File: config.mk
export PLATFORM = sky130hd
export DESIGN_NAME = fbpa_mod
export DESIGN_NICKNAME = d
export VERILOG_FILES = /design/src/fbpa_pkg.sv /design/src/fbpa_mod.sv
export SDC_FILE = /design/constraint.sdc
export NUM_CORES = 1
export LEC_CHECK = 0
export BUFFER_PORTS_ARGS = -buffer_cell sky130_fd_sc_hd__buf_4
export CAP_MARGIN = 10
export CORE_MARGIN = 8
export CORE_UTILIZATION = 30
export DETAILED_ROUTE_END_ITERATION = 6
export GPL_ROUTABILITY_DRIVEN = 0
export GPL_TIMING_DRIVEN = 1
export PLACE_DENSITY_LB_ADDON = 0.05
export SLEW_MARGIN = 10
export SYNTH_ARGS = -nofsm -noshare
export SYNTH_HDL_FRONTEND = slang
export SYNTH_SLANG_ARGS = --single-unit
File: constraint.sdc
create_clock -name i_clk -period 4.7 [get_ports i_clk]
set_input_delay 0.47 -clock i_clk [delete_from_list [all_inputs] [get_ports i_clk]]
set_output_delay 0.47 -clock i_clk [all_outputs]
set_load 0.01 [all_outputs]
File: src/fbpa_pkg.sv
// Shared constants, codes and types of the fixed block pool allocator.
`default_nettype none

package fbpa_pkg;

    // Field widths of the request, result and register interface.
    localparam int C_ADDR_W     = 32;
    localparam int C_SIZE_W     = 16;
    localparam int C_CNT_W      = 7;
    localparam int C_ALIGN_W    = 13;
    localparam int C_ACT_W      = 2;
    localparam int C_STAT_W     = 3;
    localparam int C_DATA_W     = 32;
    localparam int C_PADDR_W    = 4;
    localparam int C_PROD_W     = C_CNT_W + C_SIZE_W;

    // Width of the address space that fresh block addresses wrap to.
    localparam int C_ADDR_WIDTH = 32;

    // Request actions.
    localparam logic [C_ACT_W-1:0] ACT_ALLOC  = 2'd0;
    localparam logic [C_ACT_W-1:0] ACT_FREE   = 2'd1;
    localparam logic [C_ACT_W-1:0] ACT_RESIZE = 2'd2;

    // Result status codes.
    localparam logic [C_STAT_W-1:0] ST_OK      = 3'd0;
    localparam logic [C_STAT_W-1:0] ST_ZERO    = 3'd1;
    localparam logic [C_STAT_W-1:0] ST_ALLOC   = 3'd2;
    localparam logic [C_STAT_W-1:0] ST_FREE    = 3'd3;
    localparam logic [C_STAT_W-1:0] ST_CORRUPT = 3'd4;

    // Register indexes (word address on the configuration port).
    localparam logic [1:0] REG_BASE  = 2'd0;
    localparam logic [1:0] REG_BSIZE = 2'd1;
    localparam logic [1:0] REG_COUNT = 2'd2;
    localparam logic [1:0] REG_ALIGN = 2'd3;

    // One free stack entry as it moves between neighboring cells.
    typedef struct packed {
        logic                valid;
        logic [C_ADDR_W-1:0] data;
    } t_entry;

    // Shift control broadcast to every cell of the stack.
    typedef struct packed {
        logic push;
        logic pop;
    } t_stk_ctl;

    // Status of the alignment remainder unit.
    typedef struct packed {
        logic done;
        logic rem_zero;
    } t_mod_stat;

endpackage

`default_nettype wire

File: src/fbpa_mod.sv
// Bit-serial remainder unit used for the alignment check of a free request.
`default_nettype none

module fbpa_mod (
    input  logic                            i_clk,
    input  logic                            i_rst_n,
    input  logic                            i_start,
    input  logic [fbpa_pkg::C_ADDR_W-1:0]   i_dividend,
    input  logic [fbpa_pkg::C_ALIGN_W-1:0]  i_divisor,
    output fbpa_pkg::t_mod_stat             o_stat
);
    import fbpa_pkg::*;

    localparam int STEP_W = $clog2(C_ADDR_W + 1);

    logic [STEP_W-1:0]    r_cnt;
    logic [C_ADDR_W-1:0]  r_dvd;
    logic [C_ALIGN_W-1:0] r_div;
    logic [C_ALIGN_W-1:0] r_rem;
    logic [C_ALIGN_W-1:0] n_rem;
    logic [C_ALIGN_W:0]   w_trial;
    logic [C_ALIGN_W:0]   w_diff;

    // Restoring step: bring in the next dividend bit, subtract if it fits.
    always_comb begin
        w_trial = {r_rem, r_dvd[C_ADDR_W-1]};
        w_diff  = w_trial - {1'b0, r_div};
        if (w_trial >= {1'b0, r_div}) begin
            n_rem = w_diff[C_ALIGN_W-1:0];
        end else begin
            n_rem = w_trial[C_ALIGN_W-1:0];
        end
    end

    // Step counter: one dividend bit per cycle.
    always_ff @(posedge i_clk) begin
        if (!i_rst_n) begin
            r_cnt <= '0;
        end else if (i_start) begin
            r_cnt <= STEP_W'(C_ADDR_W);
        end else if (r_cnt != '0) begin
            r_cnt <= r_cnt - 1'b1;
        end
    end

    // Datapath; a zero alignment acts as one, so every address passes.
    always_ff @(posedge i_clk) begin
        if (i_start) begin
            r_dvd <= i_dividend;
            r_div <= (i_divisor == '0) ? C_ALIGN_W'(1) : i_divisor;
            r_rem <= '0;
        end else if (r_cnt != '0) begin
            r_dvd <= {r_dvd[C_ADDR_W-2:0], 1'b0};
            r_rem <= n_rem;
        end
    end

    assign o_stat.done     = (r_cnt == '0);
    assign o_stat.rem_zero = (r_rem == '0);

endmodule

`default_nettype wire

Word-level counts from Yosys, hierarchy flattened

Cells that the tools add are included.

Register bits: 64
Bits of input ports: 48

Reduce and logical (&&, ||, !) cells: 6
Bitwise operators: 1
Order comparisons: 1
Mux-type cells: 5
Add/sub/neg operators: 2

Operator list:

| kind                  | count |
|---|---|
| $mux W32              | 2 |
| $logic_not A13 Y1     | 2 |
| $ge A14 B13 Y1        | 1 |
| $mux W13              | 1 |
| $sub A13 B13 Y13      | 1 |
| $mux W6               | 2 |
| $logic_not A6 Y1      | 1 |
| $reduce_bool A6 Y1    | 1 |
| $sub A6 B1 Y6 const B | 1 |
| $reduce_bool A2 Y1    | 1 |
| $reduce_or A2 Y1      | 1 |
| $not A1 Y1            | 1 |

Logic depth before layout (Yosys ltp)

Gate-level depths: netlist of the first run.

Word-level depth: 3
Depth in mapped cells: 11
Depth with buffers taken out: 10

Least setup slack after synthesis of the first run

Ideal clock, no wire load.

Path kind: register to register
Start: register r_dvd[31]
End: register r_rem[12]
Setup time: 0.086 ns
Path buffers: 0
Cell stages (with the launch flop): 11
Arrival: 2.098 ns
Path slack: 2.517 ns
Clock period less this slack: 2.183 ns
Data required time: 4.614 ns
Cells stage by stage: edfxtp_1 inv_1 ha_1 fa_1 nand2b_1 a211oi_2 nor3_1 o31a_1 xnor2_1 mux2i_1 a211oi_1

Longest elaborated chain between the ends: 2
Elaborated cells on any way between the ends: 3

RTL lines:

| element                                                   | RTL line                       | text |
|---|---|---|
| from (decl)                                               | fbpa_mod.sv:17                 | `logic [C_ADDR_W-1:0] r_dvd;` |
| from (signal assigned)                                    | fbpa_mod.sv:49                 | `r_dvd <= i_dividend;` |
| from (signal assigned)                                    | fbpa_mod.sv:53                 | `r_dvd <= {r_dvd[C_ADDR_W-2:0], 1'b0};` |
| $sub A13 B13 Y13 / $ge A14 B13 Y1 (equally long branches) | fbpa_mod.sv:27, fbpa_mod.sv:28 |  |
| $mux W13 (*)                                              | fbpa_mod.sv:28                 | `if (w_trial >= {1'b0, r_div}) begin` |
| to (signal assigned)                                      | fbpa_mod.sv:54                 | `r_rem <= n_rem;` |
| to (decl)                                                 | fbpa_mod.sv:19                 | `logic [C_ALIGN_W-1:0] r_rem;` |

Mark *: on every way between the ends. The rest lies on a longest branch, timed or not.
A chain may end at the register's enable or synchronous reset.

Worst setup path in the final report of the first run

Start: register r_dvd[31]
End: register r_rem[11]

The elaborated chain is that of the path after synthesis.

==> results of run 1 <==
## worst max-delay path by stage
stage | to | startpoint | cells past startpoint | slack (ns)
after floorplan | r_rem[12] | r_dvd[31] | 10 | 2.52
after global placement | r_rem[11] | r_dvd[31] | 9 | 2.32
after detailed placement | r_rem[11] | r_dvd[31] | 9 | 2.27
after CTS | r_rem[12] | r_dvd[31] | 10 | 2.23
after global routing | r_rem[12] | r_dvd[31] | 10 | 2.06
final | r_rem[11] | r_dvd[31] | 9 | 2.25
## layout make-up
class	instances	area, um^2
fillers	1083	6900
flip-flops and latches	64	1730
multi-input cells	187	1460
repair buffers	50	375
well taps	140	175
clock buffers	9	124
inverters	21	78.8
clock inverters	7	46.3
## state kept, by name (all words and copies together) (netlist names)
name / cells
r_cnt: 6
r_div: 13
r_rem: 13
r_dvd: 32
## layer usage
layer,global-route usage (%),up-vias,share of wire (%)
met5,0,-,0
met4,5.09,0,1.9
met3,2.36,10,3.0
met2,14.4,34,43
met1,13.6,1019,52
li1,-,1131,-
## kinds of logic (layout without fill, tap and decap cells)
| family | Yosys count | count (layout) | share of synthesized area, % |
|---|---|---|---|
| buffers and inverters | 40 | 87 | 4.82 |
| XOR/XNOR | 13 | 13 | 3.40 |
| AO/OA/AOI/OAI | 48 | 48 | 10.8 |
| flip-flops | 64 | 64 | 51.7 |
| AND/OR/NAND/NOR | 73 | 73 | 10.9 |
| multiplexers | 37 | 37 | 12.2 |
| adder cells (fa/ha/maj) | 16 | 16 | 6.20 |
## power by group through the flow
stage          Sequential (mW)  Combinational (mW)  Clock, mW
2_1_floorplan            0.893               0.704          0
3_3_place_gp             0.936               0.890          0
3_5_place_dp             0.931               0.885          0
4_1_cts                  0.921               0.888      0.443
5_1_grt                  0.945               0.989      0.469
6_report                 0.920               0.875      0.427
## through the flow
| stage | setup slack [ns] | util (%) | hold WS [ns] | instance area (um^2) | std cells |
|---|---|---|---|---|---|
| 6_report | 2.25 | 36.6 | 0.312 | 3990 | 478 |
| 5_1_grt | 2.06 | 36.6 | 0.295 | 3990 | 478 |
| 4_1_cts | 2.23 | 36.6 | 0.296 | 3990 | 478 |
| 3_5_place_dp | 2.27 | 35.1 | 0.503 | 3820 | 462 |
| 3_3_place_gp | 2.32 | 35.1 | 0.502 | 3820 | 462 |
| 2_1_floorplan | 2.52 | - | 0.457 | 3350 | 291 |
## layout by cell type, fill, tap and decap left out, drive strengths merged, types with 3 or more instances in the layout
cell and n:
xnor2 10, nor2b 3, ha 15, xor2 3, o21ai 14, a21oi 11
nor3 5, nor4 6, edfxtp 45, mux2i 6, clkinv 4, nand2 17
buf 50, a211oi 7, nand2b 4, o31a 3, mux2 31, clkbuf 9
dfxtp 19, inv 22, nor2 24
==> impl_metrics.py, run 1 <==
metrics = {
    "outcome": {
        "status": "finished, final reports clean",
    },
    "logic_synthesis": {
        "synth_area_mm2": 0.00335,
        "synth_top_cell_by_area": "edfxtp_1",
        "syn_avg_cell_area_um2": 11.5,
        "ys_async_sr_fraction_pct": 0,
        "ys_ff_latch": 64,
        "synth_nets": 355,
        "yosysMostFrequentCell": "edfxtp_1",
        "syn_inst": 291,
        "yosys_warnings": 0,
        "synth-main-ff-cell": "edfxtp_1",
        "synthTopCellsByCount": "edfxtp_1, mux2_2, nor2_1",
        "yosysTopAreaCellShare_pct": 40.3,
        "yosysSeqAreaShare_pct": 51.7,
        "ys_types": 50,
        "synth_enable_flop_cells": 45,
        "synth_area_leaders": "edfxtp_1, dfxtp_1, mux2_2",
    },
    "worst_setup_path": {
        "critical_path_class": "flip-flop to flip-flop",
        "crit_chain": "inv_1 -> ha_1 -> fa_1 -> nand2b_1 -> a21oi_1 -> o21ai_1 -> o211ai_4 -> mux2i_1 -> o221ai_2",
        "r2r-start": "r_dvd[31]",
        "critical-path-top-delay-family": "compound AO/OA/AOI/OAI gates",
        "slowest_delay_ns": 0.40,
        "ff2ff_path_depth": 9,
        "cp_max_fo": 17,
        "rrSetupSlack_ns": 2.25,
        "cp.required_ns": 4.92,
        "startpoint_type": "flip-flop",
        "critPathCaptureType": "flip-flop",
        "cpMaxStageDelayCell": "fa_1",
        "critPathBufInv": 1,
        "worstReg2RegEnd": "r_rem[11]",
        "cp.arrival_ns": 2.68,
    },
    "floorplanning": {
        "dieArea_mm2": 0.0148,
        "ios": 50,
        "row_count": 38,
        "die_y_um": 122,
        "core_area_mm2": 0.0109,
        "initial_core_util_pct": 30.8,
        "die_w_um": 122,
    },
    "grt": {
        "grt_antenna_before_repair": 0,
        "grt_pass1_wl_um": 11500,
        "grt_pass1_vias": 2292,
        "grtUsageTotal_pct": 9.96,
        "grt_start_max_net_pins": 59,
        "grt_overflow_total": 0,
    },
    "drt": {
        "wire_per_inst_um": 14.5,
        "wl_um": 6910,
        "vias_per_cell": 4.59,
        "dr.pass1.iters": 3,
        "drtIter0Drc": 85,
        "ant_nets": 0,
        "vias": 2194,
        "drc_errors": 0,
    },
    "power_and_ir_drop": {
        "leakagePower_nw": 1.59,
        "p_per_area_mw_per_mm2": 557,
        "finalPower_mw": 2.22,
        "swShare_pct": 36.9,
        "ir_drop_mv": 0.178,
        "intPower_mw": 1.40,
        "power_frac_clock_pct": 19.2,
        "p_comb_share_pct": 39.4,
        "seqPwrFrac_pct": 41.4,
        "switching_power_uw": 820,
    },
    "clocking": {
        "cts_hold_buf": 0,
        "cts_tree": "done",
        "h-tree-depth": 3,
        "cts_sinks": 64,
        "clk_path_buf_depth": 2,
        "root_buffer": "clkbuf_8",
        "clk_pin_slew_ns": 0.09,
        "cts.repair.resized": 0,
        "post_cts_buffers": 0,
        "numCtsBuffers": 9,
        "clk_latency_ns": 0.34,
    },
    "final_layout": {
        "diodes": 0,
        "drive_above_1_share_pct": 31.7,
        "area_growth_pct": 19.1,
        "fin_nets": 397,
    },
    "sta": {
        "hold_violations": 0,
        "setup_violations": 0,
        "finalClockSkew_ns": 0.0155,
        "tns_ns": 0,
        "max_slew.worst_pin.slew_ns": 0.722,
        "final_max_slew_viol_count": 0,
        "min_period_ns": 2.45,
        "max_clock_freq_mhz": 408,
        "relSlewSlack_pct": 51.9,
        "finalCritPeriodShare_pct": 52.2,
        "grt_setup_unrepaired": "no",
    },
    "hold_path": {
        "min_path_type": "primary input to flip-flop",
        "hold_path_end": "r_div[10]",
        "min-delay-start": "i_divisor[10]",
        "hold_depth": 1,
    },
    "flow_run": {
        "cap_violations": 0,
    },
    "place": {
        "port_buffers": 49,
        "dp.final_hpwl_um": 4880,
    },
}
Power figures use the tool's default switching activity.
==> run 2, diff against run 1 <==
==> constraint.sdc (replaced) <==
create_clock -name i_clk -period 2.31 [get_ports i_clk]
set_input_delay 0.231 -clock i_clk [delete_from_list [all_inputs] [get_ports i_clk]]
set_output_delay 0.231 -clock i_clk [all_outputs]
set_load 0.01 [all_outputs]
==> run 2 against run 1 <==
  * Core utilization increased by 2.2 points
  * Critical path depth increased by 1
  * Sequential power increased by 100%
  * Via count increased by 3.4%
  * Sequential share of layout area decreased by 2.5 points
  * Register-to-register slack got worse by 2.2 ns
  * Hold slack got worse by 0.24 ns
  * Clock skew decreased by 0.0071 ns
  * Final cell count increased by 4.4%
  * Critical path type unchanged
  * Largest power group is now combinational logic
==> impl_metrics.py, run 2 (synthesis gave the netlist of run 1 again) <==
metrics = {
    "worst_setup_path": {
        "startpoint_type": "flip-flop",
        "critical_path_class": "flip-flop to flip-flop",
        "cp_max_fo": 2,
        "critPathCaptureType": "flip-flop",
        "cp.required_ns": 2.57,
        "cp.arrival_ns": 2.50,
    },
    "grt": {
        "grt_antenna_before_repair": 0,
        "grt_overflow_total": 0,
        "grt_start_max_net_pins": 33,
        "grt_pass1_vias": 2329,
        "grtUsageTotal_pct": 10.1,
        "grt_pass1_wl_um": 11600,
    },
    "final_layout": {
        "diodes": 0,
        "fin_cells": 499,
        "largest_reg_flops": 32,
        "reg.largest.list": "r_dvd x32, r_div x13, r_rem x13",
        "drive_above_1_share_pct": 38.7,
        "area_growth_pct": 26.3,
        "finalCoreUtilization_pct": 38.9,
        "fin_nets": 418,
        "final_cell_mix": "buf_4, edfxtp_1, mux2_2, nor2_1, inv_1",
        "stdcell_area_mm2": 0.00423,
        "regMostFlops": "r_dvd",
        "final_common_cell": "buf_4",
    },
    "drt": {
        "dr_wl_met2_um": 3180,
        "dr.pass1.iters": 4,
        "ant_nets": 0,
        "drt-met1-wl_um": 3570,
        "drc_errors": 0,
        "vias": 2268,
        "wire_per_inst_um": 14.3,
        "drtIter0Drc": 63,
        "vias_per_cell": 4.55,
        "wl_um": 7120,
        "wl_met3_um": 276,
        "top_layer": "met4",
    },
    "hold_path": {
        "min_path_type": "primary input to flip-flop",
    },
    "floorplanning": {
        "die_w_um": 122,
        "row_count": 38,
        "core_area_mm2": 0.0109,
        "dieArea_mm2": 0.0148,
        "die_y_um": 122,
        "initial_core_util_pct": 30.8,
        "ios": 50,
    },
    "sta": {
        "hold-worst-slack_ns": 0.0724,
        "final_max_slew_viol_count": 0,
        "max_slew.worst_pin.slew_ns": 0.493,
        "fin_ws_ns": 0.0728,
        "grt_setup_unrepaired": "yes",
        "min_period_ns": 2.24,
        "relSlewSlack_pct": 67.0,
        "finalCritPeriodShare_pct": 96.8,
        "tns_ns": 0,
        "setup_violations": 0,
        "hold_violations": 0,
        "finalClockSkew_ns": 0.00844,
        "max_clock_freq_mhz": 447,
    },
    "flow_run": {
        "cap_violations": 0,
    },
    "place": {
        "dpl.cell_count": 478,
        "port_buffers": 49,
        "post-place-ws_ns": -0.0353,
        "dp.final_hpwl_um": 5190,
        "dpl_cell_area_mm2": 0.00394,
    },
    "power_and_ir_drop": {
        "p_per_area_mw_per_mm2": 1160,
        "ir_drop_mv": 0.452,
        "finalPower_mw": 4.90,
        "leakagePower_nw": 1.70,
    },
    "clocking": {
        "clk_latency_ns": 0.34,
        "clk_pin_slew_ns": 0.07,
        "cts_hold_buf": 0,
        "cts_tree": "done",
        "cts_sinks": 64,
        "root_buffer": "clkbuf_8",
        "h-tree-depth": 3,
        "numCtsBuffers": 9,
        "clk_path_buf_depth": 2,
    },
    "outcome": {
        "status": "finished, final reports clean",
    },
}
-- run 2: cell count changes in the layout (fill, tap and decap cells not counted), sizes merged --
cell / before / now
buf: 50 / 71
bufinv: 0 / 1
clkbuf: 9 / 10
clkinvlp: 2 / 1
inv: 22 / 21
-- run 2: critical path: stages, from the launching register on --
cell	delay [ns]
edfxtp_1	0.35
inv_1	0.05
ha_2	0.19
fa_2	0.36
nand2b_4	0.17
a211oi_4	0.25
nor3_2	0.07
o31a_1	0.25
xnor2_1	0.18
mux2i_1	0.10
a211oi_1	0.19
-- run 2: cell type report --
class | count | area (um^2)
Clock inverter | 6 | 60.1
Clock buffer | 10 | 128
Timing Repair Buffer | 71 | 533
Inverter | 21 | 78.8
Tap cell | 140 | 175
Sequential cell | 64 | 1730
Fill cell | 1080 | 6660
Multi-Input combinational cell | 187 | 1530
-- run 2: timing repair --
action	in CTS	in global routing
cloned	0	0
setup endpoints to repair	3	11
buffers inserted	1	4
resized for setup	4	10
pin swaps	1	10
-- run 2: worst paths after layout --
| kind | from | to | slack (ns) | cells after the start |
|---|---|---|---|---|
| max | r_dvd[31] | r_rem[12] | 0.07 | 10 |
| max reg2reg | r_dvd[31] | r_rem[12] | 0.07 | 10 |
| min | i_divisor[10] | r_div[10] | 0.07 | 1 |
| min reg2reg | r_rem[2] | r_rem[2] | 0.52 | 2 |
-- run 2: where the power goes --
part	switching, mW	internal (mW)	total [mW]
sequential	0.194	1.67	1.86
combinational	1.10	1.01	2.10
clock	0.447	0.493	0.940
-- run 2: routing by layer --
metal  up-vias  GRT usage [%]
met5         -              0
met4         0           4.39
met3         6           3.56
met2        37           14.9
met1      1053           13.1
li1       1172              -
