## config.mk

```make
export PLATFORM = sky130hd
export DESIGN_NAME = fbpa_cell
export DESIGN_NICKNAME = d
export VERILOG_FILES = /design/src/fbpa_pkg.sv /design/src/fbpa_cell.sv
export SDC_FILE = /design/constraint.sdc
export NUM_CORES = 1
export LEC_CHECK = 0
export BUFFER_PORTS_ARGS = -buffer_cell sky130_fd_sc_hd__buf_2
export CORE_AREA = 10 10 78 80
export DETAILED_ROUTE_END_ITERATION = 8
export DIE_AREA = 0 0 88 90
export PLACE_DENSITY = 0.75
export SLEW_MARGIN = 10
export SYNTH_ARGS = -nofsm -noshare
export SYNTH_HDL_FRONTEND = slang
export SYNTH_SLANG_ARGS = --single-unit
```

## constraint.sdc

```tcl
create_clock -name i_clk -period 1.88 [get_ports i_clk]
set_input_delay 0.376 -clock i_clk [delete_from_list [all_inputs] [get_ports i_clk]]
set_output_delay 0.376 -clock i_clk [all_outputs]
set_load 0.02 [all_outputs]
```

## src/fbpa_pkg.sv

```systemverilog
// Shared constants, codes and types of the fixed block pool allocator.
`default_nettype none

package fbpa_pkg;

    // Field widths of the request, result and register interface.
    localparam int C_ADDR_W     = 32;
    localparam int C_SIZE_W     = 16;
    localparam int C_CNT_W      = 7;
    localparam int C_ALIGN_W    = 13;
    localparam int C_ACT_W      = 2;
    localparam int C_STAT_W     = 3;
    localparam int C_DATA_W     = 32;
    localparam int C_PADDR_W    = 4;
    localparam int C_PROD_W     = C_CNT_W + C_SIZE_W;

    // Width of the address space that fresh block addresses wrap to.
    localparam int C_ADDR_WIDTH = 32;

    // Request actions.
    localparam logic [C_ACT_W-1:0] ACT_ALLOC  = 2'd0;
    localparam logic [C_ACT_W-1:0] ACT_FREE   = 2'd1;
    localparam logic [C_ACT_W-1:0] ACT_RESIZE = 2'd2;

    // Result status codes.
    localparam logic [C_STAT_W-1:0] ST_OK      = 3'd0;
    localparam logic [C_STAT_W-1:0] ST_ZERO    = 3'd1;
    localparam logic [C_STAT_W-1:0] ST_ALLOC   = 3'd2;
    localparam logic [C_STAT_W-1:0] ST_FREE    = 3'd3;
    localparam logic [C_STAT_W-1:0] ST_CORRUPT = 3'd4;

    // Register indexes (word address on the configuration port).
    localparam logic [1:0] REG_BASE  = 2'd0;
    localparam logic [1:0] REG_BSIZE = 2'd1;
    localparam logic [1:0] REG_COUNT = 2'd2;
    localparam logic [1:0] REG_ALIGN = 2'd3;

    // One free stack entry as it moves between neighboring cells.
    typedef struct packed {
        logic                valid;
        logic [C_ADDR_W-1:0] data;
    } t_entry;

    // Shift control broadcast to every cell of the stack.
    typedef struct packed {
        logic push;
        logic pop;
    } t_stk_ctl;

    // Status of the alignment remainder unit.
    typedef struct packed {
        logic done;
        logic rem_zero;
    } t_mod_stat;

endpackage

`default_nettype wire

```

## src/fbpa_cell.sv

```systemverilog
// One cell of the free stack: holds one entry, shifts on push and pop, and
// passes the double-free match flag on to its neighbor.
`default_nettype none

module fbpa_cell (
    input  logic                           i_clk,
    input  logic                           i_rst_n,
    input  fbpa_pkg::t_stk_ctl             i_ctl,
    input  fbpa_pkg::t_entry               i_prev,
    input  fbpa_pkg::t_entry               i_next,
    input  logic [fbpa_pkg::C_ADDR_W-1:0]  i_cmp_addr,
    input  logic                           i_hit,
    output fbpa_pkg::t_entry               o_entry,
    output logic                           o_hit
);
    import fbpa_pkg::*;

    logic                r_valid;
    logic [C_ADDR_W-1:0] r_data;
    logic                r_hit;
    logic                n_valid;
    logic [C_ADDR_W-1:0] n_data;

    // A push takes the entry from the cell above, a pop the one from below.
    always_comb begin
        n_valid = r_valid;
        n_data  = r_data;
        if (i_ctl.push) begin
            n_valid = i_prev.valid;
            n_data  = i_prev.data;
        end else if (i_ctl.pop) begin
            n_valid = i_next.valid;
            n_data  = i_next.data;
        end
    end

    // The match flag accumulates one cell further down the row each cycle.
    always_ff @(posedge i_clk) begin
        if (!i_rst_n) begin
            r_valid <= 1'b0;
            r_hit   <= 1'b0;
        end else begin
            r_valid <= n_valid;
            r_hit   <= i_hit | (r_valid && (r_data == i_cmp_addr));
        end
    end

    // Entry data needs no reset; the valid bit qualifies it.
    always_ff @(posedge i_clk) begin
        r_data <= n_data;
    end

    assign o_entry.valid = r_valid;
    assign o_entry.data  = r_data;
    assign o_hit         = r_hit;

endmodule

`default_nettype wire

```

After elaboration in Yosys (flattened, before gate mapping)
Cells that the tools add are included.

Register bits after elaboration: 34. Input bits: 103. Output and inout bits: 34. Word-level logic and storage cells: 11.

Equality and inequality tests: 1. Multiplexer cells: 4. Bitwise gates (word level): 1. Reductions and logical operators: 2.

Operators with widths (count): $mux W32 (2); $eq A32 B32 Y1 (1); $mux W1 (2); $reduce_bool A2 Y1 (1); $logic_and A1 B1 Y1 (1); $or A1 B1 Y1 (1).

Logic depth before layout (Yosys ltp)
Gate-level depths: netlist of the first run.

Depth after elaboration: 3. Depth in mapped cells: 5.

Worst setup path before layout of the first run
OpenSTA, ideal clock, no wires.

Path type: input to register. From: in i_ctl[1] (netlist name). To: reg r_data[0], enable pin. Setup time: 0.375 ns. Arrival time: 1.347 ns. Required time: 1.505 ns. Setup slack: 0.158 ns. Cell stages on the path: 3. Path buffers: 2. Cells stage by stage: clkbuf_1 -> buf_2 -> or2_2.

Cells in the longest elaborated chain, start to end: 1.

Ends and longest elaborated chain: start, declared (RTL line fbpa_cell.sv:8) `input fbpa_pkg::t_stk_ctl i_ctl,`; $reduce_bool A2 Y1 (no line); end signal, assigned (RTL line fbpa_cell.sv:50) `r_data <= n_data;`; end, declared (RTL line fbpa_cell.sv:19) `logic [C_ADDR_W-1:0] r_data;`.

Every way passes these cells. A chain may end at the register's enable or synchronous reset.

Worst setup path after layout of the first run
From: reg r_data[17]. To: reg r_hit, in the netlist o_hit.

Cells in the longest elaborated chain, start to end: 3.

Ends and longest elaborated chain: $eq A32 B32 Y1 (RTL line fbpa_cell.sv:44) `r_hit <= i_hit | (r_valid && (r_data == i_cmp_addr));`; $logic_and A1 B1 Y1 (RTL line fbpa_cell.sv:44); $or A1 B1 Y1 (RTL line fbpa_cell.sv:44); end signal, assigned (RTL line fbpa_cell.sv:44); end, declared (RTL line fbpa_cell.sv:20) `logic r_hit;`.

Every way passes these cells.

==> results of run 1 <==
## final cells by class
cell class | count | share of cell area (%)
timing repair buffer | 138 | 26.7
tap | 54 | 2.60
clock buffer | 8 | 3.08
multi-input combinational | 82 | 29.0
antenna | 1 | 0.0962
sequential | 34 | 38.5
## per-layer routing
metal  share of wire [%]  vias to the layer above
met5                   0                        -
met3                  15                       10
met4                 2.2                        0
li1                    -                      727
met1                  36                      661
met2                  47                       91
## cells in the final DEF, fill, tap and decap left out, drive strengths merged
| cell | count |
|---|---|
| edfxtp | 32 |
| nand4 | 4 |
| nand3 | 2 |
| buf | 138 |
| nand2 | 2 |
| o31ai | 1 |
| nor4 | 4 |
| o21ai | 1 |
| mux2i | 1 |
| xor2 | 16 |
| mux2 | 32 |
| or4 | 1 |
| clkbuf | 8 |
| and2 | 1 |
| xnor2 | 16 |
| diode | 1 |
| or2 | 1 |
| dfxtp | 2 |
## state kept, by name, summed over array words and instances (netlist names)
name / cells
r_data: 32
o_hit: 1
r_valid: 1
## worst max path at each step
stage	startpoint	end	slack [ns]	cells after the start
final	r_data[17]$_DFFE_PP_	o_hit$_SDFF_PN0_	0.31	4
after detailed placement	i_cmp_addr[3]	o_hit$_SDFF_PN0_	0.23	5
after floorplan	i_ctl[1]	r_data[0]$_DFFE_PP_	0.16	3
after CTS	r_data[17]$_DFFE_PP_	o_hit$_SDFF_PN0_	0.28	4
after global routing	r_data[17]$_DFFE_PP_	o_hit$_SDFF_PN0_	0.21	4
after global placement	i_cmp_addr[17]	o_hit$_SDFF_PN0_	0.26	5
## power by group through the flow
| stage | logic (mW) | clock network (mW) | registers, mW |
|---|---|---|---|
| 2_1_floorplan | 0.172 | 0 | 1.09 |
| 3_3_place_gp | 0.489 | 0 | 0.991 |
| 3_5_place_dp | 0.498 | 0 | 0.996 |
| 4_1_cts | 0.499 | 0.531 | 0.980 |
| 5_1_grt | 0.536 | 0.582 | 0.989 |
| 6_report | 0.490 | 0.516 | 0.979 |
## through the flow
step,instances,worst slack [ns],cell area (um2),utilization [%]
global route,317,0.207,2600,56.6
floorplan,121,0.158,1780,-
global placement,308,0.258,2520,54.8
CTS,316,0.275,2600,56.5
detailed placement,308,0.231,2520,54.8
finish,317,0.310,2600,56.6
## cell families after synthesis
logic type	share of synthesized area (%)
flops	56.1
compound gates	0.982
buf+inv	1.47
mux	20.8
xor+xnor	15.7
simple gates	4.91
## worst min-delay path, cell delays in order
cell and delay (ns):
sky130_fd_sc_hd__buf_2 0.08, sky130_fd_sc_hd__nand2_1 0.06, sky130_fd_sc_hd__o31ai_2 0.05
==> reports/results.env, run 1 <==
POSTCTSHOLDBUFS=0
FF2FF_PATH_DEPTH=4
SYNTH_NETS=224
DRTPASS1ITERATIONS=3
SYNTHARSTFLOPSHARE_PCT=0
SYNTH-EDFF-COUNT=32
MAX_SLEW.WORST_PIN.SLEW_NS=0.779
DRT.ANTENNA.VIOLATING_NETS=0
CRITICAL_PATH_REQUIRED_NS=2.08
PERIOD_NEEDED_NS=1.57
GRT_ANTENNA_BEFORE_REPAIR=1
AREA_USED_BY_MULTI_INPUT_COMBINATIONAL_LOGIC_UM2=756
SYNTH_COMMONEST_CELLS='sky130_fd_sc_hd__edfxtp_1 (32), sky130_fd_sc_hd__mux2_2 (32), sky130_fd_sc_hd__xnor2_1 (16), sky130_fd_sc_hd__xor2_1 (16)'
CLOCK.FMAX_GHz=0.637
WORSTSETUPENDPOINTTYPE='register'
NUMBER_OF_PORT_BUFFERS=136
TRITONCTS='built'
WORST_R2R_ENDPOINT='o_hit$_SDFF_PN0_'
NNETSFINAL=364
POSTCTS_SETUP_BUFS=0
CTSRESIZECOUNT=0
IR_WORST_VDD_V=0.000371
ROUTED_LENGTH_PER_INSTANCE_UM=17.5
INITIAL_UTILIZATION_PCT=38.8
DRIVE_ABOVE_1_SHARE_PCT=67.6
DIE-HEIGHT_UM=90
WORST_EP_ARRIVAL_TIME_NS=1.78
GRT_BUSIEST_LAYER='met2'
SYNTH.YOSYS.SEQ_AREA_SHARE_PCT=56.1
CP_SLOWEST_STAGE_DELAY_NS=0.58
CTS_MAX_LEVEL=2
FINAL-MAX-SLEW-VIOLATION-COUNT=0
HOLD_PATH_STARTPOINT='i_hit'
HOLD_CLASS='input port to register'
CLOCKROOTBUFFER='sky130_fd_sc_hd__clkbuf_8'
CLOCK_PIN_SLEW_ON_THE_WORST_SETUP_AND_HOLD_PATHS_NS=0.07
NUMCTSBUFFERS=5
PLACE.GP.CONGESTION=0.690
HOLDWS_NS=0.310
KIND_OF_LAUNCH_POINT_OF_THE_WORST_SETUP_PATH='register'
GRT_USAGE_PCT=14.1
WORSTHOLDENDPOINT='o_hit$_SDFF_PN0_'
RELSLEWSLACK_PCT=48.1
FINALSETUPVIOLATIONS=0
FINCLKSKEW_NS=0.00321
SYN_AREA_PER_CELL_UM2=14.7
DRT_ITER0_DRC=32
AREA.GROWTH.SYNTH_TO_FINAL_PCT=46.0
SYNTH.FF_LATCH_COUNT=34
GLOBALROUTEMET2UTIL_PCT=21.9
WORSTREG2REGSTART='r_data[17]$_DFFE_PP_'
CRIT_TYPE='register to register'
REG2REG_SLACK_NS=0.31
GROUTE.LAYER.MET1.USAGE_PCT=14.4
POWER_DENSITY_nW_PER_UM2=762
FINAL-SEQ-AREA_UM2=1000
DOMINANTREGCELLSYNTH='sky130_fd_sc_hd__edfxtp_1'
COMB_POWER_SHARE_PCT=24.7
SYNTH_WARNINGS=0
HOLD_PATH_DEPTH=3
POST_SYNTH_INST_COUNT=121
MAX_CAP_VIOL_COUNT=0
SYNTH_LARGEST_TYPE_AREA_FRACTION_PCT=53.9
DETAILROUTE.VIA_COUNT=1489
RSZ0062_AT_GRT='false'
NUMBER_OF_GLOBAL_ROUTE_VIAS_BEFORE_REPAIR=1758
DETAIL_ROUTE.VIAS_PER_CELL=4.70
FINAL.PERIOD_UTILIZATION_PCT=83.5
TNS_NS=0
SEQUENTIALPOWERSHARE_PCT=49.3
CRITICAL_PATH.SLOWEST_CELL='sky130_fd_sc_hd__or4_1'
CLOCK_TREE.BUFFER_DEPTH=2
ROW_COUNT=25
INTERNAL-POWER_mW=1.43
TOTAL_LEAKAGE_POWER_nW=1.18
SYNTH.TOP_CELLS.BY_AREA='sky130_fd_sc_hd__edfxtp_1 (54%), sky130_fd_sc_hd__mux2_2 (20%), sky130_fd_sc_hd__xnor2_1 (7.9%)'
GRT_FIRST_PASS_WIRELENGTH_MM=8.63
SYN-CELL-AREA_UM2=1780
TOTAL_COUNT_OF_HOLD_CHECK_FAILURES_IN_THE_FINAL_REPORT=0
YOSYSUNIQUECELLTYPES=18
CPLARGESTDELAYFAMILY='simple AND/OR/NAND/NOR gates'
WIRELENGTH_MM=5.55
GRT_START_MAX_NET_PINS=33
GLOBAL_ROUTE.USAGE.MET3_PCT=9.48
CRITPATHBUFINV=0
CRIT_PATH_MAX_FANOUT=2
DIE_WIDTH_UM=88
CLOCK_SINKS=34
TOP_LEVEL_PORTS=137
DIE_OUTLINE_AREA_UM2=7920
SHARE_CLK_OF_TOTAL_POWER_PCT=26.0
DRC_ERRORS=0
STATUS='complete, no violations'
NUMBER_OF_INSERTED_FILLER_CELLS_IN_THE_FINAL_LAYOUT=396
POWER_SWITCHING_SHARE_PCT=28.0
YOSYS.AREA.TOP_TYPE='sky130_fd_sc_hd__edfxtp_1'
OVERFLOW=0
HPWLAFTERDP_MM=4.72
TOTAL_SWITCHING_POWER_uW=555
WORST_SKEW_PAIR.LATE_LATENCY_NS=0.28
CRIT_PATH_CELL_TRACE='xnor2_1 -> nand4_1 -> or4_1 -> o31ai_2'
AREA_OF_THE_CORE_UM2=4600
P_TOTAL_mW=1.98
No activity file was read; power rests on OpenSTA's default activity.
==> run 2, diff against run 1 <==
--- a/config.mk
+++ b/config.mk
@@ -5,11 +5,12 @@
 export SDC_FILE = /design/constraint.sdc
 export NUM_CORES = 1
 export LEC_CHECK = 0
+export ABC_AREA = 1
 export BUFFER_PORTS_ARGS = -buffer_cell sky130_fd_sc_hd__buf_2
-export CORE_AREA = 10 10 78 80
+export CORE_AREA = 10 10 83 85
 export DETAILED_ROUTE_END_ITERATION = 8
-export DIE_AREA = 0 0 88 90
-export PLACE_DENSITY = 0.75
+export DIE_AREA = 0 0 93 95
+export PLACE_DENSITY = 0.71
 export SLEW_MARGIN = 10
 export SYNTH_ARGS = -nofsm -noshare
 export SYNTH_HDL_FRONTEND = slang
==> constraint.sdc (replaced) <==
create_clock -name i_clk -period 1.62 [get_ports i_clk]
set_input_delay 0.324 -clock i_clk [delete_from_list [all_inputs] [get_ports i_clk]]
set_output_delay 0.324 -clock i_clk [all_outputs]
set_load 0.02 [all_outputs]
==> run 2 against run 1 <==
Against the previous run:
- register-to-register slack better by 0.09 ns
- first-iteration DRC count up 75%
- count of clock-buffer cells in the layout down 2
- critical path type is now register to output port
- largest power group unchanged
==> reports/results.env, run 2 <==
YOSYS.AREA.TOP_TYPE='sky130_fd_sc_hd__edfxtp_1'
SYNTH.TOP_CELLS.BY_AREA='sky130_fd_sc_hd__edfxtp_1 (47%), sky130_fd_sc_hd__nand2_1 (27%), sky130_fd_sc_hd__inv_1 (6.8%)'
CRITICAL_PATH.SLOWEST_CELL='sky130_fd_sc_hd__edfxtp_1'
ROW_COUNT=27
SYN-CELL-AREA_UM2=2030
SYN_AREA_PER_CELL_UM2=7.50
CLOCK.FMAX_GHz=0.819
NUMBER_OF_PORT_BUFFERS=136
CRITPATHBUFINV=1
TRITONCTS='built'
CLOCK_SINKS=34
STATUS='complete, no violations'
DOMINANTREGCELLSYNTH='sky130_fd_sc_hd__edfxtp_1'
FINAL-MAX-SLEW-VIOLATION-COUNT=0
DRT_ITER0_DRC=56
CLOCK_PIN_SLEW_ON_THE_WORST_SETUP_AND_HOLD_PATHS_NS=0.07
YOSYS.CELL_COUNT.TOP_TYPE='sky130_fd_sc_hd__nand2_1'
DIE_OUTLINE_AREA_UM2=8840
FINCLKSKEW_NS=0.00618
ROUTED_LENGTH_PER_INSTANCE_UM=12.6
WORSTSETUPENDPOINTTYPE='output port'
DRIVE_ABOVE_1_SHARE_PCT=38.7
REGMOSTFLOPS='r_data'
HOLD_CLASS='input port to register'
GRT_USAGE_PCT=13.0
CRIT_PATH_CELL_TRACE='buf_2'
HPWLAFTERDP_MM=5.24
INITIAL_UTILIZATION_PCT=38.1
CLOCK_TREE.BUFFER_DEPTH=2
SYNTH.YOSYS.SEQ_AREA_SHARE_PCT=49.2
MET3ROUTEDLENGTH_UM=514
DIE_WIDTH_UM=93
GRT_FIRST_PASS_WIRELENGTH_MM=9.29
CRIT_PATH_MAX_FANOUT=2
NNETSFINAL=513
SYNTH_LARGEST_TYPE_AREA_FRACTION_PCT=47.3
GRT_ANTENNA_BEFORE_REPAIR=0
TOTAL_COUNT_OF_HOLD_CHECK_FAILURES_IN_THE_FINAL_REPORT=0
CTSRESIZECOUNT=0
PERIOD_NEEDED_NS=1.22
CLOCKROOTBUFFER='sky130_fd_sc_hd__clkbuf_8'
SYNTH-EDFF-COUNT=32
CTS_MAX_LEVEL=2
MAX_CAP_VIOL_COUNT=0
DRC_ERRORS=0
PLACE.GP.CONGESTION=0.813
CRITICAL_PATH_REQUIRED_NS=1.30
POST-PLACE-CELLS=475
FINALSETUPVIOLATIONS=0
OVERFLOW=0
WORST_SKEW_PAIR.LATE_LATENCY_NS=0.28
CP_SLOWEST_STAGE_DELAY_NS=0.43
WIRELENGTH_MET1_MM=2.47
WORST_EP_ARRIVAL_TIME_NS=0.90
POST_SYNTH_INST_COUNT=271
DRTPASS1ITERATIONS=4
WIRELENGTH_MM=6.10
TOP_LEVEL_PORTS=137
NUMBER_OF_INSERTED_FILLER_CELLS_IN_THE_FINAL_LAYOUT=550
TNS_NS=0
SYNTHARSTFLOPSHARE_PCT=0
MOST_FREQUENT_STANDARD_CELL_IN_THE_LAYOUT_EXCLUDING_FILL_AND_TAP_CELLS='sky130_fd_sc_hd__nand2_1'
TOTAL_LEAKAGE_POWER_nW=1.63
SYNTH_NETS=374
NUMCTSBUFFERS=5
SYNTH.FF_LATCH_COUNT=34
LARGEST_REGISTER_FFS=32
NUMBER_OF_GLOBAL_ROUTE_VIAS_BEFORE_REPAIR=2165
SYNTH_COMMONEST_CELLS='sky130_fd_sc_hd__nand2_1 (145), sky130_fd_sc_hd__inv_1 (37), sky130_fd_sc_hd__edfxtp_1 (32)'
INSERTEDDIODECOUNT=0
ROUTED-WL-MET2_MM=3.01
FINAL_CELL_MIX='sky130_fd_sc_hd__nand2_1 (145), sky130_fd_sc_hd__buf_2 (136), sky130_fd_sc_hd__inv_1 (37)'
POWER_DENSITY_nW_PER_UM2=816
KIND_OF_LAUNCH_POINT_OF_THE_WORST_SETUP_PATH='register'
CRIT_TYPE='register to output port'
GRT_START_MAX_NET_PINS=34
FINAL_CELL_COUNT_NO_FILL=483
YOSYSUNIQUECELLTYPES=24
DETAIL_ROUTE.VIAS_PER_CELL=4.36
DRT.ANTENNA.VIOLATING_NETS=0
MAX_SLEW.WORST_PIN.SLEW_NS=0.554
AREA_OF_THE_CORE_UM2=5340
HOLDWS_NS=0.269
POSTCTS_SETUP_BUFS=0
DETAILROUTE.VIA_COUNT=2104
POSTCTSHOLDBUFS=0
RELSLEWSLACK_PCT=63.0
DIE-HEIGHT_UM=95
AREA.GROWTH.SYNTH_TO_FINAL_PCT=41.4
SYNTH_WARNINGS=0
RSZ0062_AT_GRT='false'
UPPERMOST_LAYER_ROUTED='met4'
IR_WORST_VDD_V=0.000418
CPLARGESTDELAYFAMILY='flip-flops'
FINAL.PERIOD_UTILIZATION_PCT=75.4
## run 2: changes by cell type in the layout (fill, tap and decap cells not counted), sizes merged, moves of 2 or more
cell / change
nor4: -4
inv: +39
nand3: +4
xnor2: -5
xor2: -15
buf: +2
mux2: -32
nor2: +14
or2: +3
clkbuf: -2
clkinv: +2
nand2: +144
## run 2: kinds of logic (layout without fill, tap and decap cells)
logic type / count (synthesis) / in the layout / share of synthesized area (%)
xor+xnor: 12 / 12 / 5.17
simple gates: 174 / 174 / 34.8
buf+inv: 47 / 187 / 9.17
flops: 34 / 34 / 49.2
compound gates: 4 / 4 / 1.60
## run 2: layer usage
layer / global-route usage (%) / vias to the layer above
met4: 5.91 / 0
met3: 4.84 / 9
met5: 0 / -
li1: - / 1097
met2: 23.6 / 87
met1: 13.0 / 911
## run 2: report_power, final
part	leakage, nW	switching, mW	internal (mW)
Clock	0.0426	0.285	0.295
Sequential	0.346	0.0586	1.07
Combinational	1.24	0.367	0.265
## run 2: worst paths after layout
path                                to  slack [ns]  depth (start not counted)                  from
setup / recovery            o_entry[6]        0.40                          1   r_data[6]$_DFFE_PP_
hold / removal    r_valid$_SDFFE_PN0P_        0.27                          3               i_rst_n
setup reg to reg      o_hit$_SDFF_PN0_        0.40                          7  r_data[10]$_DFFE_PP_
hold reg to reg   r_valid$_SDFFE_PN0P_        0.58                          4  r_valid$_SDFFE_PN0P_
## run 2: area by class of cell
type	instances	area (um2)	area share, %
flip-flops and latches	34	1000	34.8
multi-input cells	190	846	29.4
repair buffers	140	711	24.7
inverters	39	146	5.09
well taps	72	90.1	3.13
clock buffers	6	72.6	2.52
clock inverters	2	8.76	0.305
## run 2: per-stage QoR
stage               setup slack (ns)  util (%)  total power [mW]  instance area [um2]
global placement               0.345      52.3              1.78                 2790
global route                   0.236      53.9              2.48                 2880
floorplan                      0.257         -              1.51                 2030
finish                         0.399      53.9              2.34                 2880
detailed placement             0.307      52.3              1.79                 2790
CTS                            0.372      53.9              2.38                 2880
